--- src/rtl/core/edge_interrupt_controller_core_defines.svh ---
// Assertion macros for the edge interrupt controller core.
// Included by the RTL files that carry concurrent checks; no other dependencies.
// The checks compile away when SYNTHESIS is defined.
`ifndef EDGE_INTERRUPT_CONTROLLER_CORE_DEFINES_SVH
`define EDGE_INTERRUPT_CONTROLLER_CORE_DEFINES_SVH

`ifndef SYNTHESIS

// Same-cycle implication check
`define EIC_ASSERT_IMPLY(label, clk, rst, ante, cons) \
   label: assert property (@(posedge clk) disable iff (rst) (ante) |-> (cons)) \
      else $error("edge interrupt controller: same-cycle check failed");

// Next-cycle implication check
`define EIC_ASSERT_NEXT(label, clk, rst, ante, cons) \
   label: assert property (@(posedge clk) disable iff (rst) (ante) |=> (cons)) \
      else $error("edge interrupt controller: next-cycle check failed");

`else

`define EIC_ASSERT_IMPLY(label, clk, rst, ante, cons)
`define EIC_ASSERT_NEXT(label, clk, rst, ante, cons)

`endif

`endif

--- src/rtl/core/eic_pkg.sv ---
// Shared constants, register map codes and types of the edge interrupt controller.
// No dependencies; every other RTL file imports it.
`timescale 1ns / 1ps

package eic_pkg;

   // Sizing
   localparam int NUM_LINES      = 16;  // 1..16
   localparam int NUM_PORTS      = 4;   // 1..4
   localparam int MAX_LINES      = 16;
   localparam int PORT_LINES     = 16;
   localparam int SEL_W          = 8;
   localparam int LINES_PER_WORD = 4;
   localparam int SEL_WORD_W     = 2;
   localparam int LINE_IDX_W     = 4;
   localparam int REQ_W          = 2;
   localparam int ADDR_W         = 4;
   localparam int DATA_W         = 32;
   localparam int GPIO_W         = 64;
   localparam int IRQ_W          = 16;

   // Request kinds
   localparam logic [REQ_W-1:0] REQ_READ  = 2'd0;
   localparam logic [REQ_W-1:0] REQ_WRITE = 2'd1;
   localparam logic [REQ_W-1:0] REQ_TICK  = 2'd2;

   // Register map
   localparam logic [ADDR_W-1:0] ADDR_RISE_EN   = 4'd0;
   localparam logic [ADDR_W-1:0] ADDR_FALL_EN   = 4'd1;
   localparam logic [ADDR_W-1:0] ADDR_RISE_PEND = 4'd2;
   localparam logic [ADDR_W-1:0] ADDR_FALL_PEND = 4'd3;
   localparam logic [ADDR_W-1:0] ADDR_MASK      = 4'd4;
   localparam logic [ADDR_W-1:0] ADDR_SECURE    = 4'd5;
   localparam logic [ADDR_W-1:0] ADDR_PRIV      = 4'd6;
   localparam logic [ADDR_W-1:0] ADDR_SEL0      = 4'd7;
   localparam logic [ADDR_W-1:0] ADDR_SEL1      = 4'd8;
   localparam logic [ADDR_W-1:0] ADDR_SEL2      = 4'd9;
   localparam logic [ADDR_W-1:0] ADDR_SEL3      = 4'd10;

   typedef logic [NUM_LINES-1:0] line_vec_type;
   typedef logic [NUM_LINES-1:0][SEL_W-1:0] port_sel_array_type;

   typedef struct packed {
      logic [REQ_W-1:0]  req_type;
      logic [ADDR_W-1:0] reg_addr;
      logic [DATA_W-1:0] write_data;
      logic [GPIO_W-1:0] gpio_levels;
   } eic_item_type;

   typedef struct packed {
      logic [DATA_W-1:0] read_data;
      logic [IRQ_W-1:0]  irq_lines;
      logic              bad_address;
   } eic_result_type;

endpackage

--- src/rtl/core/eic_channel_if.sv ---
// Valid/ready channel interfaces for the request and response sides.
// Depends on eic_pkg for field widths.
`timescale 1ns / 1ps

interface eic_req_if;
   import eic_pkg::*;

   logic              valid;
   logic              ready;
   logic [REQ_W-1:0]  req_type;
   logic [ADDR_W-1:0] reg_addr;
   logic [DATA_W-1:0] write_data;
   logic [GPIO_W-1:0] gpio_levels;

   modport source (output valid, req_type, reg_addr, write_data, gpio_levels,
                   input ready);
   modport sink   (input valid, req_type, reg_addr, write_data, gpio_levels,
                   output ready);
endinterface

interface eic_rsp_if;
   import eic_pkg::*;

   logic              valid;
   logic              ready;
   logic [DATA_W-1:0] read_data;
   logic [IRQ_W-1:0]  irq_lines;
   logic              bad_address;

   modport source (output valid, read_data, irq_lines, bad_address, input ready);
   modport sink   (input valid, read_data, irq_lines, bad_address, output ready);
endinterface

--- src/rtl/core/eic_line_sampler.sv ---
// Per-line level pick: each line takes its bit from the GPIO port it selects.
// Depends on eic_pkg.
`timescale 1ns / 1ps

module eic_line_sampler (
   input  logic [eic_pkg::GPIO_W-1:0]       gpio_levels,
   input  eic_pkg::port_sel_array_type      port_sel,
   output eic_pkg::line_vec_type            level
);
   import eic_pkg::*;

   // Pick bit i of the selected port; an out-of-range port reads low
   always_comb begin
      level = '0;
      for (int i = 0; i < NUM_LINES; i++) begin
         for (int q = 0; q < NUM_PORTS; q++) begin
            if (port_sel[i] == SEL_W'(q)) begin
               level[i] = gpio_levels[q * PORT_LINES + i];
            end
         end
      end
   end

endmodule

--- src/rtl/core/eic_reg_file.sv ---
// Control and status registers, pending logic and edge detection.
// Depends on eic_pkg and the assertion macro header.
`timescale 1ns / 1ps
`include "edge_interrupt_controller_core_defines.svh"

module eic_reg_file (
   input  logic                        clock,
   input  logic                        reset,
   input  logic                        fire,
   input  eic_pkg::eic_item_type       item,
   input  eic_pkg::line_vec_type       level,
   output eic_pkg::port_sel_array_type port_sel,
   output eic_pkg::eic_result_type     result
);
   import eic_pkg::*;

   line_vec_type       rise_en_ff,   rise_en_in;
   line_vec_type       fall_en_ff,   fall_en_in;
   line_vec_type       rise_pend_ff, rise_pend_in;
   line_vec_type       fall_pend_ff, fall_pend_in;
   line_vec_type       mask_ff,      mask_in;
   line_vec_type       secure_ff,    secure_in;
   line_vec_type       priv_ff,      priv_in;
   line_vec_type       prev_ff,      prev_in;
   port_sel_array_type port_sel_ff,  port_sel_in;

   logic                  is_read;
   logic                  is_write;
   logic                  is_tick;
   logic                  addr_ok;
   line_vec_type          wr_bits;
   line_vec_type          rise;
   line_vec_type          fall;
   logic [SEL_WORD_W-1:0] sel_word;
   logic [SEL_W-1:0]      sel_view [MAX_LINES];
   logic [DATA_W-1:0]     sel_word_data;
   logic [DATA_W-1:0]     rd_data;

   assign port_sel = port_sel_ff;

   // Decode the request
   assign is_read  = (item.req_type == REQ_READ);
   assign is_write = (item.req_type == REQ_WRITE);
   assign is_tick  = (item.req_type == REQ_TICK);
   assign addr_ok  = (item.reg_addr <= ADDR_SEL3);
   assign wr_bits  = item.write_data[NUM_LINES-1:0];
   assign sel_word = SEL_WORD_W'(item.reg_addr - ADDR_SEL0);

   // Edges against the previous sample
   assign rise = level & ~prev_ff;
   assign fall = ~level & prev_ff;

   // Port fields of absent lines read as zero
   for (genvar j = 0; j < MAX_LINES; j++) begin : g_sel_view
      if (j < NUM_LINES) begin : g_present
         assign sel_view[j] = port_sel_ff[j];
      end else begin : g_absent
         assign sel_view[j] = '0;
      end
   end

   // Assemble one port-select word, four lines per word
   always_comb begin
      sel_word_data = '0;
      for (int k = 0; k < LINES_PER_WORD; k++) begin
         sel_word_data[k * SEL_W +: SEL_W] =
            sel_view[{sel_word, SEL_WORD_W'(k)}];
      end
   end

   // Read mux
   always_comb begin
      rd_data = '0;
      if (is_read) begin
         case (item.reg_addr)
            ADDR_RISE_EN:   rd_data = DATA_W'(rise_en_ff);
            ADDR_FALL_EN:   rd_data = DATA_W'(fall_en_ff);
            ADDR_RISE_PEND: rd_data = DATA_W'(rise_pend_ff);
            ADDR_FALL_PEND: rd_data = DATA_W'(fall_pend_ff);
            ADDR_MASK:      rd_data = DATA_W'(mask_ff);
            ADDR_SECURE:    rd_data = DATA_W'(secure_ff);
            ADDR_PRIV:      rd_data = DATA_W'(priv_ff);
            ADDR_SEL0, ADDR_SEL1, ADDR_SEL2, ADDR_SEL3: rd_data = sel_word_data;
            default:        rd_data = '0;
         endcase
      end
   end

   // Next state: bus writes, write-one-to-clear, tick sampling
   always_comb begin
      rise_en_in   = rise_en_ff;
      fall_en_in   = fall_en_ff;
      rise_pend_in = rise_pend_ff;
      fall_pend_in = fall_pend_ff;
      mask_in      = mask_ff;
      secure_in    = secure_ff;
      priv_in      = priv_ff;
      prev_in      = prev_ff;
      port_sel_in  = port_sel_ff;
      if (is_write) begin
         case (item.reg_addr)
            ADDR_RISE_EN:   rise_en_in   = wr_bits;
            ADDR_FALL_EN:   fall_en_in   = wr_bits;
            ADDR_RISE_PEND: rise_pend_in = rise_pend_ff & ~wr_bits;
            ADDR_FALL_PEND: fall_pend_in = fall_pend_ff & ~wr_bits;
            ADDR_MASK:      mask_in      = wr_bits;
            ADDR_SECURE:    secure_in    = wr_bits;
            ADDR_PRIV:      priv_in      = wr_bits;
            ADDR_SEL0, ADDR_SEL1, ADDR_SEL2, ADDR_SEL3: begin
               for (int j = 0; j < NUM_LINES; j++) begin
                  if (sel_word == SEL_WORD_W'(j / LINES_PER_WORD)) begin
                     port_sel_in[j] =
                        item.write_data[(j % LINES_PER_WORD) * SEL_W +: SEL_W];
                  end
               end
            end
            default: ;
         endcase
      end
      if (is_tick) begin
         rise_pend_in = rise_pend_ff | (rise & rise_en_ff);
         fall_pend_in = fall_pend_ff | (fall & fall_en_ff);
         prev_in      = level;
      end
   end

   // Result of this item: read data before the update, interrupt lines after it
   assign result.read_data   = rd_data;
   assign result.irq_lines   = IRQ_W'((rise_pend_in | fall_pend_in) & mask_in);
   assign result.bad_address = (is_read || is_write) && !addr_ok;

   // Update state when the item advances
   always_ff @(posedge clock) begin
      if (reset) begin
         rise_en_ff   <= '0;
         fall_en_ff   <= '0;
         rise_pend_ff <= '0;
         fall_pend_ff <= '0;
         mask_ff      <= '0;
         secure_ff    <= '0;
         priv_ff      <= '0;
         prev_ff      <= '0;
         port_sel_ff  <= '0;
      end else if (fire) begin
         rise_en_ff   <= rise_en_in;
         fall_en_ff   <= fall_en_in;
         rise_pend_ff <= rise_pend_in;
         fall_pend_ff <= fall_pend_in;
         mask_ff      <= mask_in;
         secure_ff    <= secure_in;
         priv_ff      <= priv_in;
         prev_ff      <= prev_in;
         port_sel_ff  <= port_sel_in;
      end
   end

   // Pending bits are set only by a tick
   `EIC_ASSERT_NEXT(a_rise_set_on_tick, clock, reset, !(fire && is_tick),
      (rise_pend_ff & ~$past(rise_pend_ff)) == '0)
   `EIC_ASSERT_NEXT(a_fall_set_on_tick, clock, reset, !(fire && is_tick),
      (fall_pend_ff & ~$past(fall_pend_ff)) == '0)
   // Previous level moves only on a tick
   `EIC_ASSERT_NEXT(a_prev_on_tick, clock, reset, !(fire && is_tick), $stable(prev_ff))

endmodule

--- src/rtl/core/edge_interrupt_controller_core.sv ---
// Edge interrupt controller core: 16 lines, bus access and pin sampling.
// Request/response channels are valid/ready interfaces; one response per request.
// An accepted request passes through the input register, then the result
// register, before its response is valid. One request per cycle is accepted
// while the response receiver keeps rsp_chan.ready high.
// Each request is a register read, a register write or a pin sample tick.
// The response carries the read data, the interrupt lines after the update
// and a bad-address flag. Pins are sampled only on tick requests.
// Reset (synchronous, active high) clears the control and status registers and
// stage flags, not the item and result data: all lines masked, triggers off,
// no pending, port 0 selected, previous levels low, both pipeline stages empty.
// A stalled response receiver holds the result register; the input register
// keeps one more request, after which req_chan.ready drops until the
// response is taken.
// Depends on eic_pkg, eic_channel_if, eic_line_sampler, eic_reg_file.
`timescale 1ns / 1ps
`include "edge_interrupt_controller_core_defines.svh"

module edge_interrupt_controller_core (
   input  logic           clock,
   input  logic           reset,
   eic_req_if.sink        req_chan,
   eic_rsp_if.source      rsp_chan
);
   import eic_pkg::*;

   logic               s1_valid_ff, s1_valid_in;
   eic_item_type       s1_item_ff;
   logic               out_valid_ff, out_valid_in;
   eic_result_type     out_result_ff;
   logic               req_fire;
   logic               advance;
   eic_item_type       req_item;
   eic_result_type     result;
   line_vec_type       level;
   port_sel_array_type port_sel;

   // Handshake
   assign advance        = s1_valid_ff && (!out_valid_ff || rsp_chan.ready);
   assign req_chan.ready = !s1_valid_ff || advance;
   assign req_fire       = req_chan.valid && req_chan.ready;

   assign req_item.req_type    = req_chan.req_type;
   assign req_item.reg_addr    = req_chan.reg_addr;
   assign req_item.write_data  = req_chan.write_data;
   assign req_item.gpio_levels = req_chan.gpio_levels;

   // Stage flags
   always_comb begin
      s1_valid_in = s1_valid_ff;
      if (req_fire) begin
         s1_valid_in = 1'b1;
      end else if (advance) begin
         s1_valid_in = 1'b0;
      end
      out_valid_in = out_valid_ff;
      if (advance) begin
         out_valid_in = 1'b1;
      end else if (rsp_chan.ready) begin
         out_valid_in = 1'b0;
      end
   end

   always_ff @(posedge clock) begin
      if (reset) begin
         s1_valid_ff  <= 1'b0;
         out_valid_ff <= 1'b0;
      end else begin
         s1_valid_ff  <= s1_valid_in;
         out_valid_ff <= out_valid_in;
      end
   end

   // Capture the item and hold the result
   always_ff @(posedge clock) begin
      if (req_fire) begin
         s1_item_ff <= req_item;
      end
      if (advance) begin
         out_result_ff <= result;
      end
   end

   eic_line_sampler u_sampler (
      .gpio_levels (s1_item_ff.gpio_levels),
      .port_sel    (port_sel),
      .level       (level)
   );

   eic_reg_file u_regs (
      .clock    (clock),
      .reset    (reset),
      .fire     (advance),
      .item     (s1_item_ff),
      .level    (level),
      .port_sel (port_sel),
      .result   (result)
   );

   assign rsp_chan.valid       = out_valid_ff;
   assign rsp_chan.read_data   = out_result_ff.read_data;
   assign rsp_chan.irq_lines   = out_result_ff.irq_lines;
   assign rsp_chan.bad_address = out_result_ff.bad_address;

   // An advancing item always lands in the result register
   `EIC_ASSERT_NEXT(a_advance_fills_out, clock, reset, advance, out_valid_ff)
   // A blocked item stays put
   `EIC_ASSERT_NEXT(a_s1_hold, clock, reset, s1_valid_ff && !advance,
      s1_valid_ff && $stable(s1_item_ff))
   // A bad address never returns read data
   `EIC_ASSERT_IMPLY(a_bad_no_data, clock, reset,
      out_valid_ff && out_result_ff.bad_address, out_result_ff.read_data == '0)

endmodule
--- src/flat_wrapper.sv ---
// flat-port wrapper written by rule: the top's interface ports become plain ports
module edge_interrupt_controller_core_flat import eic_pkg::*;
  (clock, reset, req_chan_valid, req_chan_req_type, req_chan_reg_addr, req_chan_write_data, req_chan_gpio_levels, req_chan_ready, rsp_chan_valid, rsp_chan_read_data, rsp_chan_irq_lines, rsp_chan_bad_address, rsp_chan_ready);
  eic_req_if req_chan_i ();
  eic_rsp_if rsp_chan_i ();
  input  logic clock;
  input  logic reset;
  input wire logic [$bits(req_chan_i.valid)-1:0] req_chan_valid;
  input wire logic [$bits(req_chan_i.req_type)-1:0] req_chan_req_type;
  input wire logic [$bits(req_chan_i.reg_addr)-1:0] req_chan_reg_addr;
  input wire logic [$bits(req_chan_i.write_data)-1:0] req_chan_write_data;
  input wire logic [$bits(req_chan_i.gpio_levels)-1:0] req_chan_gpio_levels;
  output wire logic [$bits(req_chan_i.ready)-1:0] req_chan_ready;
  output wire logic [$bits(rsp_chan_i.valid)-1:0] rsp_chan_valid;
  output wire logic [$bits(rsp_chan_i.read_data)-1:0] rsp_chan_read_data;
  output wire logic [$bits(rsp_chan_i.irq_lines)-1:0] rsp_chan_irq_lines;
  output wire logic [$bits(rsp_chan_i.bad_address)-1:0] rsp_chan_bad_address;
  input wire logic [$bits(rsp_chan_i.ready)-1:0] rsp_chan_ready;
  assign req_chan_i.valid = req_chan_valid;
  assign req_chan_i.req_type = req_chan_req_type;
  assign req_chan_i.reg_addr = req_chan_reg_addr;
  assign req_chan_i.write_data = req_chan_write_data;
  assign req_chan_i.gpio_levels = req_chan_gpio_levels;
  assign req_chan_ready = req_chan_i.ready;
  assign rsp_chan_valid = rsp_chan_i.valid;
  assign rsp_chan_read_data = rsp_chan_i.read_data;
  assign rsp_chan_irq_lines = rsp_chan_i.irq_lines;
  assign rsp_chan_bad_address = rsp_chan_i.bad_address;
  assign rsp_chan_i.ready = rsp_chan_ready;
  edge_interrupt_controller_core u_core (.clock(clock), .reset(reset), .req_chan(req_chan_i), .rsp_chan(rsp_chan_i));
endmodule
--- config.mk ---
export PLATFORM = sky130hd
export DESIGN_NAME = edge_interrupt_controller_core_flat
export DESIGN_NICKNAME = d
export VERILOG_FILES = /design/src/rtl/core/eic_pkg.sv /design/src/rtl/core/eic_channel_if.sv /design/src/rtl/core/eic_line_sampler.sv /design/src/rtl/core/eic_reg_file.sv /design/src/rtl/core/edge_interrupt_controller_core.sv /design/src/flat_wrapper.sv
export VERILOG_INCLUDE_DIRS = /design/src /design/src/rtl/core
export SDC_FILE = /design/constraint.sdc
export NUM_CORES = 1
export LEC_CHECK = 0
export BUFFER_PORTS_ARGS = -buffer_cell sky130_fd_sc_hd__buf_4
export CAP_MARGIN = 0
export CORE_AREA = 2 2 216 218
export DETAILED_ROUTE_END_ITERATION = 10
export DIE_AREA = 0 0 218 220
export REMOVE_ABC_BUFFERS = 1
export SLEW_MARGIN = 5
export SYNTH_ARGS = -nofsm -noshare
export SYNTH_HDL_FRONTEND = slang
export SYNTH_SLANG_ARGS = --single-unit
export TNS_END_PERCENT = 50
--- constraint.sdc ---
create_clock -name clock -period 8.3 [get_ports clock]
set_clock_uncertainty 0.05 [all_clocks]
set_input_delay 1.66 -clock clock [delete_from_list [all_inputs] [get_ports clock]]
set_output_delay 1.66 -clock clock [all_outputs]
set_load 0.02 [all_outputs]
# Word level (Yosys, flattened, before mapping)
# Cells that the tools add are included.
# Widths: inputs -> output; s select.
[word_totals]
register_bits = 409
wordCells = 248
output_inout_bits = 51
input_bits = 106
[classes]
mux = 89
magnitude_cmp = 5
addsub = 1
eq_ne = 63
bitwise_logic = 17
n_reduce_logical = 40
[ops]
columns = ["cell", "n"]
rows = [
  ["$eq 8x2->1 const B", 32],
  ["$pmux 32 s8", 1],
  ["$bmux 8 s4", 4],
  ["$eq 8x1->1 const B", 16],
  ["$logic_not 8->1", 16],
  ["$mux 16", 8],
  ["$and 16x16->16", 7],
  ["$mux 1", 68],
  ["$mux 8", 8],
  ["$not 16->16", 3],
  ["$or 16x16->16", 3],
  ["$ge 5x5->1 const B", 4],
  ["$not 4->5", 4],
  ["$eq 4x3->1 const B", 4],
  ["$reduce_and 4->1", 4],
  ["$eq 4x4->1 const B", 3],
  ["$reduce_and 3->1", 4],
  ["$eq 4x2->1 const B", 2],
  ["$eq 2x2->1 const B", 3],
  ["$eq 2x1->1 const B", 2],
  ["$eq 4x1->1 const B", 1],
  ["$le 4x4->1 const B", 1],
  ["$logic_not 2->1", 2],
  ["$logic_not 4->1", 1],
  ["other kinds (7)", 14],
]

# Logic depth before layout (Yosys ltp)
# Gate-level depths: netlist of run 1.
[logic_depth]
ltp_word = 12
ltp_mapped = 11
mapped_depth_nobuf = 6

# By module
# Synthesis of run 1 repeated with hierarchy kept, for this count alone.
[hier_totals]
cells_unflattened = 1579
hier_area_um2 = 17645.7
[modules_own_cells]
columns = ["module", "seq_area_each_um2", "area_per_inst_um2", "cells_each", "n_inst"]
rows = [
  ["eic_reg_file", 5124.9, 12386.9, 1354, 1],
  ["edge_interrupt_controller_core", 4574.4, 4638.2, 161, 1],
  ["eic_line_sampler", 0.0, 620.6, 64, 1],
]

# Worst setup path before layout of run 1
# Ideal clock, no wire load.
[synth_path]
kind = "input-to-reg"
start = "in rsp_chan_ready"
end = "reg u_core.s1_item_ff[0] (netlist bit) (enable)"
path_buffers = 0
path_slack_ns = 3.475
stages = 3
required_ns = 7.778
arrival_ns = 4.302
path_cell_list = "nor2b_1 -> nand2_1 -> and2_1"
[synth_between]
elab_chain_cells = 4
[synth_rtl]
columns = ["item", "line", "rtl"]
rows = [
  ["start, declared", "flat_wrapper.sv:18", "input wire logic [$bits(rsp_chan_i.ready)-1:0] rsp_chan_ready;"],
  ["$logic_or 1x1->1", "edge_interrupt_controller_core.sv:39", "assign advance = s1_valid_ff && (!out_valid_ff || rsp_chan.ready);"],
  ["$logic_and 1x1->1", "edge_interrupt_controller_core.sv:39", ""],
  ["$logic_or 1x1->1", "edge_interrupt_controller_core.sv:40", "assign req_chan.ready = !s1_valid_ff || advance;"],
  ["net req_chan_ready", "flat_wrapper.sv:13", "output wire logic [$bits(req_chan_i.ready)-1:0] req_chan_ready;"],
  ["$logic_and 1x1->1", "edge_interrupt_controller_core.sv:41", "assign req_fire = req_chan.valid && req_chan.ready;"],
  ["net u_core.req_fire", "edge_interrupt_controller_core.sv:31", "logic req_fire;"],
  ["end signal, assigned", "edge_interrupt_controller_core.sv:77", "s1_item_ff <= req_item;"],
  ["end, declared", "edge_interrupt_controller_core.sv:28", "eic_item_type s1_item_ff;"],
]
# The timed path passes the listed nets, and every way through them passes these cells.
# A chain may end at the register's enable or synchronous reset.

# Worst setup path after layout of run 1
[layout_path]
start = "reg u_core.s1_item_ff[96] (netlist bit)"
end = "reg u_core.u_regs.port_sel_ff (netlist bit u_core.u_regs.port_sel[64])"
[layout_between]
elab_chain_cells = 3
elab_cells_between_ends = 8
[layout_rtl]
columns = ["item", "line", "rtl"]
rows = [
  ["$sub 2x2->2, or another cell as far along", "eic_reg_file.sv:47", "assign sel_word = SEL_WORD_W'(item.reg_addr - ADDR_SEL0);"],
  ["$eq 2x2->1 / $reduce_or 4->1 (equally long branches)", "eic_reg_file.sv:111, eic_reg_file.sv:101", ""],
  ["$reduce_and 4->1 (no source line) (*)", "n/a", ""],
  ["end signal, assigned", "eic_reg_file.sv:153", "port_sel_ff <= port_sel_in;"],
  ["end, declared", "eic_reg_file.sv:25", "port_sel_array_type port_sel_ff, port_sel_in;"],
]
# Mark *: on every way between the ends. The rest lies on a longest branch, timed or not.

==> results of run 1 <==
-- cells in the mapped netlist (all sizes together) (31+ instances only) --
cell / instances / area share [%]
o21ai: 43 / 1.2
dfxtp: 258 / 29
buf: 57 / 2.2
nand2b: 166 / 5.8
nor2: 120 / 2.5
mux2i: 228 / 13
mux4: 48 / 6.0
nand3: 74 / 2.1
edfxtp: 151 / 25
nand2: 36 / 0.79
a31oi: 34 / 1.2
a21oi: 54 / 1.5
clkbuf: 52 / 1.1
and3: 31 / 1.1
-- final cells by class --
type / count / area [um^2]
clock buffer: 68 / 1430
timing repair buffer: 173 / 1315
tap: 607 / 759.5
clock inverter: 19 / 183.9
inverter: 23 / 88.84
multi-input combinational: 999 / 7706
fill: 4224 / 24680
sequential: 409 / 9699
-- per-stage QoR --
step	util, %	worst slack, ps	instance area (um^2)	instances
global route	46.19	3957	21180	2298
global placement	42.67	3841	19570	2211
finish	46.19	4167	21180	2298
floorplan	-	3199	17480	1431
CTS	46.19	4165	21180	2298
detailed placement	42.67	3762	19570	2211
-- critical path, delay by kind of cell (launching register included) --
kind	cells	cell delay, ps
AND/OR/NAND/NOR	2	850
multiplexers	1	400
flip-flops	1	370
adder cells (fa/ha/maj)	1	790
buffers and inverters	3	1020
AO/OA/AOI/OAI	1	510
-- cells by family after synthesis --
family / Yosys count
and+or+nand+nor: 516
DFF: 409
muxes: 278
AOI/OAI and AO/OA: 199
buffers and inverters: 132
adders and majority gates: 6
-- routing by layer --
metal | track usage, % | vias to the layer above | wire length [um]
met2 | 33.83 | 423 | 23670
li1 | - | 5909 | -
met1 | 29.49 | 6386 | 22820
met5 | 0 | - | 0
met4 | 7.710 | 0 | 1542
met3 | 3.175 | 99 | 3083
-- power breakdown --
part / switching [mW] / total [mW] / internal (mW)
Sequential: 0.0333 / 2.17 / 2.13
Clock: 0.848 / 2.14 / 1.29
Combinational: 0.166 / 0.272 / 0.105
Total: 1.05 / 4.58 / 3.53
-- worst min-delay path by stage --
| stage | slack (ps) | depth (start not counted) | startpoint | to |
|---|---|---|---|---|
| 2_1_floorplan | 390 | 2 | u_core.u_regs.mask_ff[14]$_SDFFE_PP0P_ | u_core.u_regs.mask_ff[14]$_SDFFE_PP0P_ |
| 3_3_place_gp | 410 | 2 | u_core.u_regs.mask_ff[8]$_SDFFE_PP0P_ | u_core.u_regs.mask_ff[8]$_SDFFE_PP0P_ |
| 3_5_place_dp | 410 | 2 | u_core.u_regs.mask_ff[7]$_SDFFE_PP0P_ | u_core.u_regs.mask_ff[7]$_SDFFE_PP0P_ |
| 4_1_cts | 420 | 2 | u_core.u_regs.mask_ff[7]$_SDFFE_PP0P_ | u_core.u_regs.mask_ff[7]$_SDFFE_PP0P_ |
| 5_1_grt | 440 | 2 | u_core.u_regs.mask_ff[3]$_SDFFE_PP0P_ | u_core.u_regs.mask_ff[3]$_SDFFE_PP0P_ |
| 6_report | 420 | 2 | u_core.u_regs.mask_ff[7]$_SDFFE_PP0P_ | u_core.u_regs.mask_ff[7]$_SDFFE_PP0P_ |
==> flow_metrics.env, run 1 <==
export IMPL_start_util_pct=39.38
export IMPL_wl_um=51110
export IMPL_crit_fanout=36
export IMPL_setup_worst_path_class="register to register"
export IMPL_rr_worst_depth=8
export IMPL_drtIter0Drc=1000
export IMPL_antenna_left=0
export IMPL_hold_ws_ps=423.5
export IMPL_die_x_um=218
export IMPL_synth_cell_types=58
export IMPL_hold_class="register to register"
export IMPL_routedWlPerCell_um=22.24
export IMPL_clock_sinks=409
export IMPL_clk_pin_slew_ps=60
export IMPL_final_common_cell="dfxtp_1"
export IMPL_netlist_instances=1540
export IMPL_cts_inserted_buffers=47
export IMPL_hpwl_um=31890
export IMPL_ctsHoldBuffers=0
export IMPL_die_area_um2=47960
export IMPL_synth_edff_count=151
export IMPL_synthArstFlopShare_pct=0
export IMPL_die_h_um=220
export IMPL_clock_fmax_mhz=241.9
export IMPL_rr_endpoint="u_core.u_regs.port_sel[64]$_SDFFE_PP0P_"
export IMPL_endpoint_kind="register"
export IMPL_synth_seq_cells=409
export IMPL_track_usage_pct=21.28
export IMPL_grt_pass1_wl_um=77350
export IMPL_cts_buffer_depth=3
export IMPL_crit_start="u_core.s1_item_ff[96]$_DFFE_PP_"
export IMPL_cts_setup_buffers=0
export IMPL_final_cell_mix="dfxtp_1, mux2i_1, buf_4"
export IMPL_fin_setup_tns_ps=0
export IMPL_ys_warn_count=0
export IMPL_drv_cap=0
export IMPL_route_detailed_drc=0
export IMPL_total_power_mw=4.577
export IMPL_r2r_start="u_core.s1_item_ff[96]$_DFFE_PP_"
export IMPL_io_buffer_count=156
export IMPL_vias=12820
export IMPL_ys_seq_area_share_pct=53.70
export IMPL_synthAdderAreaFrac_pct=0.4156
export IMPL_grt_pass1_vias=12730
export IMPL_antenna_found_initial=0
export IMPL_post_route_min_period_ps=4133
export IMPL_r2r_setup_slack_ps=4170
export IMPL_netlist_area_um2=18060
export IMPL_area_delta_synth_final_pct=17.28
export IMPL_crit_slowest_cell="ha_1"
export IMPL_crit_arrival_ps=4560
export IMPL_post_cts_resized=0
export IMPL_layout_nets=1765
export IMPL_powerDensity_nw_per_um2=216.1
export IMPL_io_pins=157
export IMPL_largest_register_ffs=128
export IMPL_postSynthAreaPerCell_um2=11.73
export IMPL_coreArea_um2=45860
export IMPL_critPathCapture="u_core.u_regs.port_sel[64]$_SDFFE_PP0P_"
export IMPL_slew_violations=0
export IMPL_worstMarginPinSlew_ps=1141
export IMPL_worstPathCellList="buf_4, inv_1, ha_1, nor3_4, o22ai_4, buf_4, nand4_4, mux2i_1"
export IMPL_cts_tree="done"
export IMPL_relSlewSlack_pct=23.70
export IMPL_synth_compound_area_share_pct=6.906
export IMPL_rows=79
export IMPL_max_stage_delay_ps=790
export IMPL_overflow=0
export IMPL_first_pass_iters=7
export IMPL_synth_xor_area_share_pct=0
export IMPL_hold_violations=0
export IMPL_grt_max_degree=216
export IMPL_start_kind="register"
export IMPL_setup_viol=0
export IMPL_worstPathRequired_ps=8730
export IMPL_period_share_pct=49.80
export IMPL_cts_root_buf="clkbuf_16"
export IMPL_htreeDepth=2
export IMPL_via_per_inst=5.577
export IMPL_synth_top_family_by_area="multiplexers"
export IMPL_p_leak_nw=8.475
export IMPL_synth_simple_area_share_pct=16.51
export IMPL_rsz0062_at_grt="no"
export IMPL_clk_latency_ps=570
export IMPL_peakVddDrop_uv=152.3
export IMPL_synthMuxAreaShare_pct=18.74
export IMPL_status="finished clean"
export IMPL_gp_congestion=0.8222
export IMPL_diodes=0
export IMPL_ys_flop_type="dfxtp_1"
export IMPL_drive_gt1_share_pct=19.10
export IMPL_path_common_cell="buf_4"
Power figures use the tool's default switching activity.
==> inputs of run 2 (changes only) <==
Clock period 8.3 ns to 3.65 ns, I/O delays scaled along.
==> run 2 against run 1 <==
Against the previous run: die area unchanged; sequential share of layout area is 0.35 points lower; largest power group unchanged; combinational power increased by 130%; first-iteration DRC count shrank 9.3%.
==> flow_metrics.env, run 2 (synthesized netlist as in run 1, its figures left out) <==
export IMPL_gp_congestion=0.8568
export IMPL_total_power_mw=10.17
export IMPL_period_share_pct=72.84
export IMPL_final_cell_mix="dfxtp_1, mux2i_1, buf_4"
export IMPL_htreeDepth=2
export IMPL_crit_slowest_cell="o22ai_4"
export IMPL_grt_max_degree=82
export IMPL_die_area_um2=47960
export IMPL_worstMarginPinSlew_ps=1067
export IMPL_crit_fanout=25
export IMPL_cts_root_buf="clkbuf_16"
export IMPL_cts_tree="done"
export IMPL_hold_start="req_chan_gpio_levels[4]"
export IMPL_hold_path_depth=1
export IMPL_clock_sinks=409
export IMPL_path_common_cell="buf_4"
export IMPL_rr_worst_depth=8
export IMPL_ctsHoldBuffers=0
export IMPL_r2r_start="u_core.s1_item_ff[96]$_DFFE_PP_"
export IMPL_max_stage_delay_ps=470
export IMPL_first_pass_iters=8
export IMPL_drtIter0Drc=907
export IMPL_post_route_min_period_ps=2659
export IMPL_route_detailed_drc=0
export IMPL_setup_worst_path_class="register to register"
export IMPL_antenna_found_initial=0
export IMPL_relSlewSlack_pct=28.61
export IMPL_drive_gt1_share_pct=20.01
export IMPL_hold_violations=0
export IMPL_r2r_setup_slack_ps=990
export IMPL_vias=12970
export IMPL_cts_buffer_depth=3
export IMPL_cts_inserted_buffers=45
export IMPL_setup_viol=0
export IMPL_cts_setup_buffers=0
export IMPL_crit_arrival_ps=3030
export IMPL_rr_endpoint="u_core.rsp_chan.read_data[6]$_SDFFCE_PN0P_"
export IMPL_worstPathCellList="inv_1, ha_1, buf_4, nor3_4, o22ai_4, buf_4, a221oi_1, a21oi_1"
export IMPL_slew_violations=0
export IMPL_worstPathRequired_ps=4020
export IMPL_clk_latency_ps=590
export IMPL_track_usage_pct=21.97
export IMPL_clock_fmax_mhz=376.1
export IMPL_die_h_um=220
export IMPL_rows=79
export IMPL_io_pins=157
export IMPL_wl_um=52750
export IMPL_endpoint_kind="register"
export IMPL_start_kind="register"
export IMPL_status="finished clean"
export IMPL_die_x_um=218
export IMPL_fin_setup_tns_ps=0
export IMPL_io_buffer_count=156
export IMPL_cp_top_family="buffers and inverters"
export IMPL_grt_pass1_wl_um=79700
export IMPL_drv_cap=0
export IMPL_hold_class="input pin to register"
export IMPL_clk_pin_slew_ps=60
export IMPL_final_common_cell="dfxtp_1"
export IMPL_powerDensity_nw_per_um2=476.4
export IMPL_p_leak_nw=8.570
export IMPL_coreArea_um2=45860
export IMPL_diodes=0
export IMPL_area_delta_synth_final_pct=18.18
export IMPL_holdPathEnd="u_core.s1_item_ff[4]$_DFFE_PP_"
export IMPL_overflow=0
export IMPL_hpwl_um=35170
export IMPL_critical_path_buf_inv_count=3
export IMPL_grt_pass1_vias=12980
export IMPL_routedWlPerCell_um=22.68
export IMPL_fin_util_pct=46.54
export IMPL_start_util_pct=39.38
export IMPL_largest_register_ffs=128
export IMPL_antenna_left=0
export IMPL_post_cts_resized=0
export IMPL_rsz0062_at_grt="no"
export IMPL_via_per_inst=5.575
export IMPL_layout_nets=1794
export IMPL_peakVddDrop_uv=331.3
run 2: power breakdown:
group,switching (mW),internal [mW]
clock network,1.88,2.72
registers,0.0854,4.85
logic,0.382,0.257
total,2.35,7.82
run 2: final cells by class:
type / instances / area, um^2
Sequential cell: 409 / 9699
Tap cell: 607 / 759.5
Fill cell: 4189 / 24520
Multi-Input combinational cell: 999 / 7705
Timing Repair Buffer: 204 / 1598
Clock inverter: 15 / 135.1
Clock buffer: 69 / 1360
Inverter: 23 / 88.84
run 2: layer usage:
layer  part of all wire [%]  vias up  global-route usage [%]  wire length [um]
met1                     44     6403                   30.45             23000
met2                     46      494                   34.39             24350
met3                    7.1      108                   3.796              3762
met5                      0        -                       0                 0
met4                    3.1        0                   8.209              1639
li1                       -     5963                       -                 -
run 2: worst max-delay path by stage:
stage | slack, ps | cells after the start | to | from
2_1_floorplan | -720 | 5 | u_core.u_regs.port_sel[10]$_SDFFE_PP0P_ | u_core.s1_item_ff[96]$_DFFE_PP_
3_3_place_gp | 880 | 6 | u_core.u_regs.port_sel[121]$_SDFFE_PP0P_ | rsp_chan_ready
3_5_place_dp | 800 | 6 | u_core.u_regs.port_sel[106]$_SDFFE_PP0P_ | rsp_chan_ready
4_1_cts | 1020 | 8 | u_core.rsp_chan.read_data[3]$_SDFFCE_PN0P_ | u_core.s1_item_ff[96]$_DFFE_PP_
5_1_grt | 730 | 8 | u_core.rsp_chan.read_data[6]$_SDFFCE_PN0P_ | u_core.s1_item_ff[96]$_DFFE_PP_
6_report | 990 | 8 | u_core.rsp_chan.read_data[6]$_SDFFCE_PN0P_ | u_core.s1_item_ff[96]$_DFFE_PP_
run 2: worst reg2reg max path, cell delays in order, from the launching register on:
cell	delay [ps]
edfxtp_1	460
inv_1	150
ha_1	200
buf_4	240
nor3_4	80
o22ai_4	470
buf_4	460
a221oi_1	170
a21oi_1	220
run 2: metrics by stage:
step | area (um^2) | cells | hold WS [ps] | setup slack, ps
after detailed placement | 19850 | 2242 | 414.2 | 796.7
after floorplan | 17480 | 1431 | 386.7 | -715.9
after global placement | 19850 | 2242 | 405.2 | 884.7
final | 21350 | 2326 | 271.6 | 991.3
after CTS | 21350 | 2326 | 239.6 | 1018
after global routing | 21350 | 2326 | 250.0 | 732.5
